$ cat src/rtl/scp_pkg.sv
// ----------------------------------------------------------------------------
// scp_pkg: types and constants of the sensor command parser
// Command codes, candidate word spellings and the special characters that
// the parser compares against.
// ----------------------------------------------------------------------------
`default_nettype none

package scp_pkg;

  typedef enum logic [2:0] {
    CMD_OFF   = 3'd0,
    CMD_STOP  = 3'd1,
    CMD_START = 3'd2,
    CMD_SCALE = 3'd3,
    CMD_FREQ  = 3'd4
  } cmd_e;

  localparam int unsigned NumWords = 5;

  typedef logic [NumWords-1:0] word_mask_t;

  localparam word_mask_t ALL_WORDS = '1;

  // Lengths of the command words
  localparam int unsigned LEN_OFF   = 3;
  localparam int unsigned LEN_STOP  = 4;
  localparam int unsigned LEN_START = 5;
  localparam int unsigned LEN_SCALE = 5;
  localparam int unsigned LEN_FREQ  = 4;

  // Position of the scale letter and shortest valid lengths
  localparam int unsigned POS_SCALE_LETTER = 6;
  localparam int unsigned MIN_LEN_SCALE    = 7;
  localparam int unsigned MIN_LEN_FREQ     = 6;

  localparam logic [7:0] CHAR_EQ   = 8'h3D;  // '='
  localparam logic [7:0] CHAR_F    = 8'h46;  // 'F'
  localparam logic [7:0] CHAR_C    = 8'h43;  // 'C'
  localparam logic [7:0] CHAR_ZERO = 8'h30;  // '0'
  localparam logic [7:0] CHAR_NINE = 8'h39;  // '9'

  localparam logic [13:0] PERIOD_MAX   = 14'd9999;
  localparam logic [13:0] PERIOD_RESET = 14'd3;

  // Character of a command word at a position; positions past the end of
  // the word must be excluded by the caller.
  function automatic logic [7:0] word_char(cmd_e word, logic [2:0] pos);
    logic [7:0] c;
    c = 8'h00;
    case (word)
      CMD_OFF: begin
        case (pos)
          3'd0:    c = "O";
          3'd1:    c = "F";
          3'd2:    c = "F";
          default: c = 8'h00;
        endcase
      end
      CMD_STOP: begin
        case (pos)
          3'd0:    c = "S";
          3'd1:    c = "T";
          3'd2:    c = "O";
          3'd3:    c = "P";
          default: c = 8'h00;
        endcase
      end
      CMD_START: begin
        case (pos)
          3'd0:    c = "S";
          3'd1:    c = "T";
          3'd2:    c = "A";
          3'd3:    c = "R";
          3'd4:    c = "T";
          default: c = 8'h00;
        endcase
      end
      CMD_SCALE: begin
        case (pos)
          3'd0:    c = "S";
          3'd1:    c = "C";
          3'd2:    c = "A";
          3'd3:    c = "L";
          3'd4:    c = "E";
          default: c = 8'h00;
        endcase
      end
      CMD_FREQ: begin
        case (pos)
          3'd0:    c = "F";
          3'd1:    c = "R";
          3'd2:    c = "E";
          3'd3:    c = "Q";
          default: c = 8'h00;
        endcase
      end
      default: c = 8'h00;
    endcase
    return c;
  endfunction

endpackage

`default_nettype wire

$ cat src/rtl/sensor_command_parser.sv
// ----------------------------------------------------------------------------
// sensor_command_parser: character-serial command parser
// One character beat is taken per cycle; a beat marked last yields one
// result beat in the output register on the following cycle.
// Throughput is one character per cycle, set by the single matching and
// digit-accumulation stage; a result that is not taken holds off further
// character beats until it is.
// Reset restores the settings (on, running, Fahrenheit, period 3) at once.
// ----------------------------------------------------------------------------
`default_nettype none

module sensor_command_parser import scp_pkg::*; #(
  parameter int unsigned MAX_MSG_LEN = 9
) (
  input  wire logic        clk_i,
  input  wire logic        rst_ni,
  input  wire logic        in_valid_i,
  output logic             in_ready_o,
  input  wire logic [7:0]  ch_i,
  input  wire logic        last_i,
  output logic             out_valid_o,
  input  wire logic        out_ready_i,
  output logic             valid_res_o,
  output logic [2:0]       command_o,
  output logic             powered_on_o,
  output logic             running_o,
  output logic             celsius_o,
  output logic [13:0]      period_o
);

  localparam int unsigned CntW = $clog2(MAX_MSG_LEN + 1);

  // Per-message state
  logic [CntW-1:0] cnt_q, cnt_d;
  word_mask_t      mask_q, mask_d;
  logic            bad_q, bad_d;
  logic            letter_q, letter_d;
  logic [13:0]     digits_q, digits_d;
  logic [2:0]      ndig_q, ndig_d;

  // Settings
  logic            on_q, on_d;
  logic            run_q, run_d;
  logic            scale_q, scale_d;
  logic [13:0]     period_q, period_d;

  // Output register
  logic            out_valid_q, out_valid_d;
  logic            res_valid_q, res_valid_d;
  cmd_e            res_cmd_q, res_cmd_d;

  logic            in_fire;
  logic [2:0]      pos;
  logic            is_digit;
  logic [16:0]     acc;
  logic            msg_ok;
  cmd_e            msg_cmd;

  assign in_ready_o = !out_valid_q || out_ready_i;
  assign in_fire    = in_valid_i && in_ready_o;
  // Only used while the position lies inside a word, so well below eight.
  assign pos        = cnt_q[2:0];
  assign is_digit   = (ch_i >= CHAR_ZERO) && (ch_i <= CHAR_NINE);
  assign acc        = {digits_q, 3'b000} + {2'b00, digits_q, 1'b0}
                      + {13'd0, ch_i[3:0]};

  always_comb begin
    cnt_d       = cnt_q;
    mask_d      = mask_q;
    bad_d       = bad_q;
    letter_d    = letter_q;
    digits_d    = digits_q;
    ndig_d      = ndig_q;
    on_d        = on_q;
    run_d       = run_q;
    scale_d     = scale_q;
    period_d    = period_q;
    out_valid_d = out_valid_q && !out_ready_i;
    res_valid_d = res_valid_q;
    res_cmd_d   = res_cmd_q;
    msg_ok      = 1'b0;
    msg_cmd     = CMD_OFF;

    if (in_fire) begin
      if (cnt_q >= CntW'(MAX_MSG_LEN)) begin
        bad_d = 1'b1;
      end else begin
        cnt_d = cnt_q + 1'b1;
      end

      if (!(cnt_q < CntW'(LEN_OFF) && ch_i == word_char(CMD_OFF, pos))) begin
        mask_d[CMD_OFF] = 1'b0;
      end
      if (!(cnt_q < CntW'(LEN_STOP) && ch_i == word_char(CMD_STOP, pos))) begin
        mask_d[CMD_STOP] = 1'b0;
      end
      if (!(cnt_q < CntW'(LEN_START) && ch_i == word_char(CMD_START, pos))) begin
        mask_d[CMD_START] = 1'b0;
      end

      if (cnt_q < CntW'(LEN_SCALE)) begin
        if (ch_i != word_char(CMD_SCALE, pos)) mask_d[CMD_SCALE] = 1'b0;
      end else if (cnt_q == CntW'(LEN_SCALE)) begin
        if (ch_i != CHAR_EQ) mask_d[CMD_SCALE] = 1'b0;
      end else if (cnt_q == CntW'(POS_SCALE_LETTER)) begin
        if (ch_i == CHAR_C) begin
          letter_d = 1'b1;
        end else if (ch_i == CHAR_F) begin
          letter_d = 1'b0;
        end else begin
          mask_d[CMD_SCALE] = 1'b0;
        end
      end

      if (cnt_q < CntW'(LEN_FREQ)) begin
        if (ch_i != word_char(CMD_FREQ, pos)) mask_d[CMD_FREQ] = 1'b0;
      end else if (cnt_q == CntW'(LEN_FREQ)) begin
        if (ch_i != CHAR_EQ) mask_d[CMD_FREQ] = 1'b0;
      end else if (!is_digit) begin
        mask_d[CMD_FREQ] = 1'b0;
      end else if (mask_q[CMD_FREQ] && !bad_d) begin
        digits_d = (acc > {3'b000, PERIOD_MAX}) ? PERIOD_MAX : acc[13:0];
        if (ndig_q != 3'd7) ndig_d = ndig_q + 3'd1;
      end

      if (last_i) begin
        // Decide on the message with the state as updated by this beat.
        if (!bad_d) begin
          if (mask_d[CMD_OFF] && cnt_d == CntW'(LEN_OFF)) begin
            msg_ok  = 1'b1;
            msg_cmd = CMD_OFF;
            on_d    = 1'b0;
          end else if (mask_d[CMD_STOP] && cnt_d == CntW'(LEN_STOP)) begin
            msg_ok  = 1'b1;
            msg_cmd = CMD_STOP;
            run_d   = 1'b0;
          end else if (mask_d[CMD_START] && cnt_d == CntW'(LEN_START)) begin
            msg_ok  = 1'b1;
            msg_cmd = CMD_START;
            run_d   = 1'b1;
          end else if (mask_d[CMD_SCALE] && cnt_d >= CntW'(MIN_LEN_SCALE)) begin
            msg_ok  = 1'b1;
            msg_cmd = CMD_SCALE;
            scale_d = letter_d;
          end else if (mask_d[CMD_FREQ] && cnt_d >= CntW'(MIN_LEN_FREQ)
                       && ndig_d != 3'd0) begin
            msg_ok   = 1'b1;
            msg_cmd  = CMD_FREQ;
            period_d = digits_d;
          end
        end

        out_valid_d = 1'b1;
        res_valid_d = msg_ok;
        res_cmd_d   = msg_cmd;

        cnt_d    = '0;
        mask_d   = ALL_WORDS;
        bad_d    = 1'b0;
        letter_d = 1'b0;
        digits_d = '0;
        ndig_d   = '0;
      end
    end
  end

  always_ff @(posedge clk_i or negedge rst_ni) begin
    if (!rst_ni) begin
      cnt_q       <= '0;
      mask_q      <= ALL_WORDS;
      bad_q       <= 1'b0;
      letter_q    <= 1'b0;
      digits_q    <= '0;
      ndig_q      <= '0;
      on_q        <= 1'b1;
      run_q       <= 1'b1;
      scale_q     <= 1'b0;
      period_q    <= PERIOD_RESET;
      out_valid_q <= 1'b0;
    end else begin
      cnt_q       <= cnt_d;
      mask_q      <= mask_d;
      bad_q       <= bad_d;
      letter_q    <= letter_d;
      digits_q    <= digits_d;
      ndig_q      <= ndig_d;
      on_q        <= on_d;
      run_q       <= run_d;
      scale_q     <= scale_d;
      period_q    <= period_d;
      out_valid_q <= out_valid_d;
    end
  end

  // Result payload; the settings are taken from their registers, which by
  // then hold the values applied by the message.
  always_ff @(posedge clk_i) begin
    res_valid_q <= res_valid_d;
    res_cmd_q   <= res_cmd_d;
  end

  assign out_valid_o  = out_valid_q;
  assign valid_res_o  = res_valid_q;
  assign command_o    = res_cmd_q;
  assign powered_on_o = on_q;
  assign running_o    = run_q;
  assign celsius_o    = scale_q;
  assign period_o     = period_q;

  // A result beat only appears after a last character beat was taken.
  assert property (@(posedge clk_i) disable iff (!rst_ni)
    $rose(out_valid_q) |-> $past(in_fire && last_i))
    else $error("result beat without a final character");

  // The per-message state is back at its idle value after a final beat.
  assert property (@(posedge clk_i) disable iff (!rst_ni)
    (in_fire && last_i) |=> (cnt_q == '0 && mask_q == ALL_WORDS && !bad_q
                             && ndig_q == 3'd0))
    else $error("message state not cleared after final beat");

  // The report period never leaves its range.
  assert property (@(posedge clk_i) disable iff (!rst_ni)
    (period_q <= PERIOD_MAX) && (digits_q <= PERIOD_MAX))
    else $error("period out of range");

  // While a result is held, the settings it reports must not move.
  assert property (@(posedge clk_i) disable iff (!rst_ni)
    (out_valid_q && !out_ready_i) |=> ($stable(on_q) && $stable(run_q)
                                       && $stable(scale_q) && $stable(period_q)))
    else $error("settings changed under a held result");

  // An invalid message reports the zero command code.
  assert property (@(posedge clk_i) disable iff (!rst_ni)
    (out_valid_q && !res_valid_q) |-> (res_cmd_q == CMD_OFF))
    else $error("invalid result carries a command code");

endmodule

`default_nettype wire

$ cat config.mk
export PLATFORM = sky130hd
export DESIGN_NAME = sensor_command_parser
export DESIGN_NICKNAME = d
export VERILOG_FILES = /design/src/rtl/scp_pkg.sv /design/src/rtl/sensor_command_parser.sv
export SDC_FILE = /design/constraint.sdc
export NUM_CORES = 1
export LEC_CHECK = 0
export BUFFER_PORTS_ARGS = -buffer_cell sky130_fd_sc_hd__buf_2
export CAP_MARGIN = 20
export CORE_ASPECT_RATIO = 0.6
export CORE_MARGIN = 2
export CORE_UTILIZATION = 38
export CTS_CLUSTER_DIAMETER = 150
export DETAILED_ROUTE_END_ITERATION = 12
export PLACE_DENSITY_LB_ADDON = 0.3
export SYNTH_ARGS = -nofsm -noshare
export SYNTH_HDL_FRONTEND = slang
export SYNTH_SLANG_ARGS = --single-unit
$ cat constraint.sdc
create_clock -name clk_i -period 5.4 [get_ports clk_i]
set_input_delay 0.54 -clock clk_i [delete_from_list [all_inputs] [get_ports clk_i]]
set_output_delay 0.54 -clock clk_i [all_outputs]
set_load 0.05 [all_outputs]
# After elaboration in Yosys (flattened, before gate mapping)
# Index checks and enable logic that the tools add are counted.
# word_totals
ff_bits,50
in_bits,13
out_inout_bits,23
# classes
addsub,4
order_cmp,9
eq_ne,19
mux,71
bitwise_logic,5
reduce_logical,30
# op_table
op,n
2-to-1 mux 14 bit,6
one-hot mux 7 bit (4 select lines),3
2-to-1 mux 8 bit,7
2-to-1 mux 1 bit,39
one-hot mux 7 bit (5 select lines),1
== test 8 bit,3
2-to-1 mux 3 bit,8
"== test 4 x 3 -> 1 bit, second input constant",5
adder 17 x 15 -> 17 bit,1
adder 17 x 4 -> 17 bit,1
"greater-than comparator 17 x 14 -> 1 bit, second input constant",1
"== test 8 x 7 -> 1 bit, second input constant",2
!= test 8 bit,2
one-hot mux 7 bit (2 select lines),1
logical AND 1 bit,13
2-to-1 mux 4 bit,3
">= comparator 4 x 3 -> 1 bit, second input constant",2
">= comparator 8 x 6 -> 1 bit, second input constant",1
"<= comparator 8 x 6 -> 1 bit, second input constant",1
"less-than comparator 4 x 3 -> 1 bit, second input constant",2
"!= test 8 x 6 -> 1 bit, second input constant",1
AND reduction 8 bit,1
AND reduction 7 bit,1
"== test 3 x 2 -> 1 bit, second input constant",2
other kinds (22),31

# Depth between registers and ports, before layout
# logic_depth
word_depth,18
depth_mapped,15
ltp_nobuf,12

# Least setup slack after synthesis
# Ideal clock, no wire load.
# synth_path
kind,input to register
startpoint,input port ch_i[3]
endpoint,register digits_q[10]
setup_time_ns,0.121
arrival_ns,3.771
t_required_ns,5.279
slack_ns,1.508
stages,14
path_buffers,2
cell_sequence,clkbuf_1 -> inv_1 -> fa_1 -> inv_1 -> ha_1 -> a211oi_2 -> or4b_1 -> nand3_1 -> or4_1 -> and4b_1 -> o31ai_1 -> buf_4 -> nand3_1 -> a22o_1
# synth_via
elab_chain_cells,8
word_cells_on_any_way,11
# synth_rtl
element,line_no,rtl
start: declaration,sensor_command_parser.sv:19,"input wire logic [7:0] ch_i,"
adder 17 x 4 -> 17 bit,sensor_command_parser.sv:65,"+ {13'd0, ch_i[3:0]};"
greater-than comparator 17 x 14 -> 1 bit,sensor_command_parser.sv:122,"digits_d = (acc > {3'b000, PERIOD_MAX}) ? PERIOD_MAX : acc[13:0];"
2-to-1 mux 14 bit,sensor_command_parser.sv:122,
2-to-1 mux 14 bit,sensor_command_parser.sv:121,end else if (mask_q[CMD_FREQ] && !bad_d) begin
2-to-1 mux 14 bit *,sensor_command_parser.sv:119,end else if (!is_digit) begin
2-to-1 mux 14 bit *,sensor_command_parser.sv:117,end else if (cnt_q == CntW'(LEN_FREQ)) begin
2-to-1 mux 14 bit *,sensor_command_parser.sv:115,if (cnt_q < CntW'(LEN_FREQ)) begin
2-to-1 mux 14 bit *,sensor_command_parser.sv:126,if (last_i) begin
end signal: assignment,sensor_command_parser.sv:185,digits_q <= digits_d;
end: declaration,sensor_command_parser.sv:38,"logic [13:0] digits_q, digits_d;"
# Every way passes the cells marked *; elsewhere a longest branch is shown, timed or not.
# A chain may end at the register's enable or synchronous reset.

# Final worst setup path
# layout_path
startpoint,register cnt_q[0]
endpoint,"register period_q[12], in the netlist period_o[12]"
# layout_via
elab_chain_cells,13
word_cells_on_any_way,83
# layout_rtl
element,line_no,rtl
start: declaration,sensor_command_parser.sv:34,"logic [CntW-1:0] cnt_q, cnt_d;"
start signal: assignment,sensor_command_parser.sv:181,cnt_q <= cnt_d;
>= comparator 4 bit,sensor_command_parser.sv:85,if (cnt_q >= CntW'(MAX_MSG_LEN)) begin
2-to-1 mux 1 bit,sensor_command_parser.sv:85,
2-to-1 mux 1 bit,sensor_command_parser.sv:84,if (in_fire) begin
zero test 1 bit,n/a,
logical AND 1 bit,sensor_command_parser.sv:121,
2-to-1 mux 3 bit,sensor_command_parser.sv:121,
2-to-1 mux 3 bit,sensor_command_parser.sv:119,
2-to-1 mux 3 bit,sensor_command_parser.sv:117,
2-to-1 mux 3 bit,sensor_command_parser.sv:115,
2-to-1 mux 3 bit,sensor_command_parser.sv:84,
nonzero test 3 bit,sensor_command_parser.sv:146,&& ndig_d != 3'd0) begin
logical AND 1 bit,sensor_command_parser.sv:146,
AND reduction 8 bit (no line),n/a,
end signal: assignment,sensor_command_parser.sv:190,period_q <= period_d;
end: declaration,sensor_command_parser.sv:45,"logic [13:0] period_q, period_d;"
# Parallel ways exist; a longest one is shown, timed or not. The select of a mux whose other input is x is not followed.

==> run metrics <==
max cap viols=0; count of final max-slew check failures=0; achievable frequency=0.219 GHz; post-synthesis sequential area ratio=0.295; Min-Delay Path Class=in2async; Die W=142 µm; Reg clk slew, reported paths=0.08 ns; Seq. cell area=1280 µm²; first-pass GRT wire length=20300 µm; GPL Wtd Cong=0.929; Max VDD drop=0.105 mV; EDFF count, synth=4; RSZ-0062 raised after global routing=no; fraction of layout cells with a size suffix above 1=0.141; Global Route Usage Sum=0.211; register bit total from synthesis=50; initial detailed-routing violation count=558; clock sink count=50; CP Class=reg2reg; Longest Clk Path Bufs=2; Core ar.=11200 µm²; Crit path required time=5.58 ns; later-pin clock latency in the skew report=0.31 ns; pwr dens=228 nW/µm²; Slew @ Worst Pin=1.02 ns; final net count=571; DRC=0; top-area cell type share of the netlist area=0.213; die height=86.9 µm; worst slack at placement=1.03 ns; full die area=12300 µm²; Main synth FF type=dfrtp_1; Fin Hold WS=0.204 ns; Remaining Overflow, GRT=0; total iterations of the first detailed-routing run=5; Synth Instances=505; Worst Skew=0.0120 ns; final-report setup violation count=0; final worst slack=0.840 ns; # rows=30; Critical Path End Type=flip-flop; post-cts resize count=0; Total Wirelength=12800 µm; initial antenna violation count=1; syn_nets=553; Initial Util=0.388; footprint of the multi-input gates=2790 µm²; Port-buffer cells=35; Synth Area per Inst=8.61 µm²; top cells by area, synth=dfrtp_1, ha_1, dfstp_2, nor2_1, o21ai_0; Rel. slew slack=0.316; synthesis warning total=0; Final HPWL DP=9550 µm; Post-CTS Setup Bufs=0; critical path peak fanout=28; Design Power=0.00108 W; vias per cell=6.09; period utilization=0.844; number of global-route vias before repair=3583; clock buffer count from CTS=5; Startpoint Class=flip-flop; fraction of registers with async set/reset=0.920; Yosys cell types=81; Root Driver=clkbuf_16; Hold Violations, Final=0; area grow syn2layout=9.38%; vias=4065; static leakage=2.14 nW; commonest cells in the netlist=dfrtp_1, nor2_1, ha_1; # hold bufs at CTS=0; # diodes=0; largest area contributor in the netlist=dfrtp_1; Post-DRT Antenna Nets=0; largest net degree at the start of global routing=47; status=finished clean; setup TNS=0 ns; Post-Synthesis Cell Area=4350 µm²; min cycle time layout=4.56 ns; H-tree levels=2; CTS tree=done; Top Ports=36; DR WL/cell=19.2 µm; CP arrival=4.74 ns; Filler cells=1097
-- worst max-delay path, cell delays in order, from the launching register on --
cell       delay (ns)
dfrtp_1          0.52
inv_1            0.17
ha_1             0.62
nand2b_1         0.33
a2111oi_0        0.70
o21ai_1          0.14
nor4_1           0.89
a211oi_1         0.29
and3_1           0.28
buf_4            0.24
mux2i_1          0.17
o21ai_1          0.09
-- flip-flops by register name, indices dropped and copies added (netlist names) --
register,count
command_o,3
running_o,1
cnt_q,4
out_valid_o,1
digits_q,14
ndig_q,3
period_o,14
bad_q,1
mask_q,5
valid_res_o,1
powered_on_o,1
letter_q,1
celsius_o,1
-- worst paths after layout --
kind / startpoint / cells past startpoint / end / slack (ns)
max: cnt_q[0]$_DFFE_PN0P_ / 11 / period_o[12]$_DFFE_PN0P_ / 0.84
min: rst_ni / 1 / cnt_q[3]$_DFFE_PN0P_ / 0.20
max reg2reg: cnt_q[0]$_DFFE_PN0P_ / 11 / period_o[12]$_DFFE_PN0P_ / 0.84
min reg2reg: powered_on_o$_DFFE_PN1P_ / 1 / powered_on_o$_DFFE_PN1P_ / 0.46
max in group asynchronous: rst_ni / 2 / period_o[1]$_DFFE_PN1P_ / 4.59
min in group clk_i: powered_on_o$_DFFE_PN1P_ / 1 / powered_on_o$_DFFE_PN1P_ / 0.46
-- cells in the final DEF (no fill, tap or decap), types with 9 or more instances in the layout --
master    netlist  layout
nor2_1         37      37
dfrtp_1        37      37
buf_2          11      35
ha_1           33      33
nand2_1        31      31
inv_1          29      29
o21ai_0        26      26
a21oi_1        20      20
nor2b_1        15      15
nor3_1         15      15
o21ai_1        15      15
nand3_1        13      13
nand2b_1        9       9
a211oi_1        9       9
dfstp_2         9       9
-- cell families (layout without fill, tap and decap cells) --
family	count (synthesis)	after routing	synth area share
AND/OR/NAND/NOR	174	174	0.224
AO/OA/AOI/OAI	160	160	0.259
buffers and inverters	61	80	0.0636
flip-flops	50	50	0.295
adder cells (fa/ha/maj)	35	35	0.104
XOR/XNOR	14	14	0.0282
multiplexers	11	11	0.0262
-- metrics by stage --
stage / cell area (µm²) / cells / util
5_1_grt: 4760 / 668 / 0.424
2_1_floorplan: 4350 / 505 / -
6_report: 4760 / 668 / 0.424
3_3_place_gp: 4580 / 658 / 0.408
3_5_place_dp: 4580 / 658 / 0.408
4_1_cts: 4730 / 666 / 0.422
-- cell type report --
| cell class | count | area share |
|---|---|---|
| Multi-Input combinational cell | 394 | 0.587 |
| Sequential cell | 50 | 0.270 |
| Timing Repair Buffer | 42 | 0.0500 |
| Tap cell | 144 | 0.0379 |
| Clock buffer | 5 | 0.0263 |
| Inverter | 30 | 0.0237 |
| Clock inverter | 3 | 0.00605 |
-- layer usage --
metal  vias up  GRT usage  share of wire
li1       1954          -              -
met1      1923      0.340           0.52
met2       178      0.268           0.38
met3         8     0.0726           0.10
met4         2     0.0227         0.0030
met5         -          0         0.0010
-- power breakdown --
part	leakage [nW]	internal [W]	switching, W	total, W
registers	0.618	0.000400	0.0000253	0.000425
clock network	0.0759	0.000177	0.000162	0.000339
logic	1.45	0.000113	0.000206	0.000319
No activity file was read; power rests on OpenSTA's default activity.
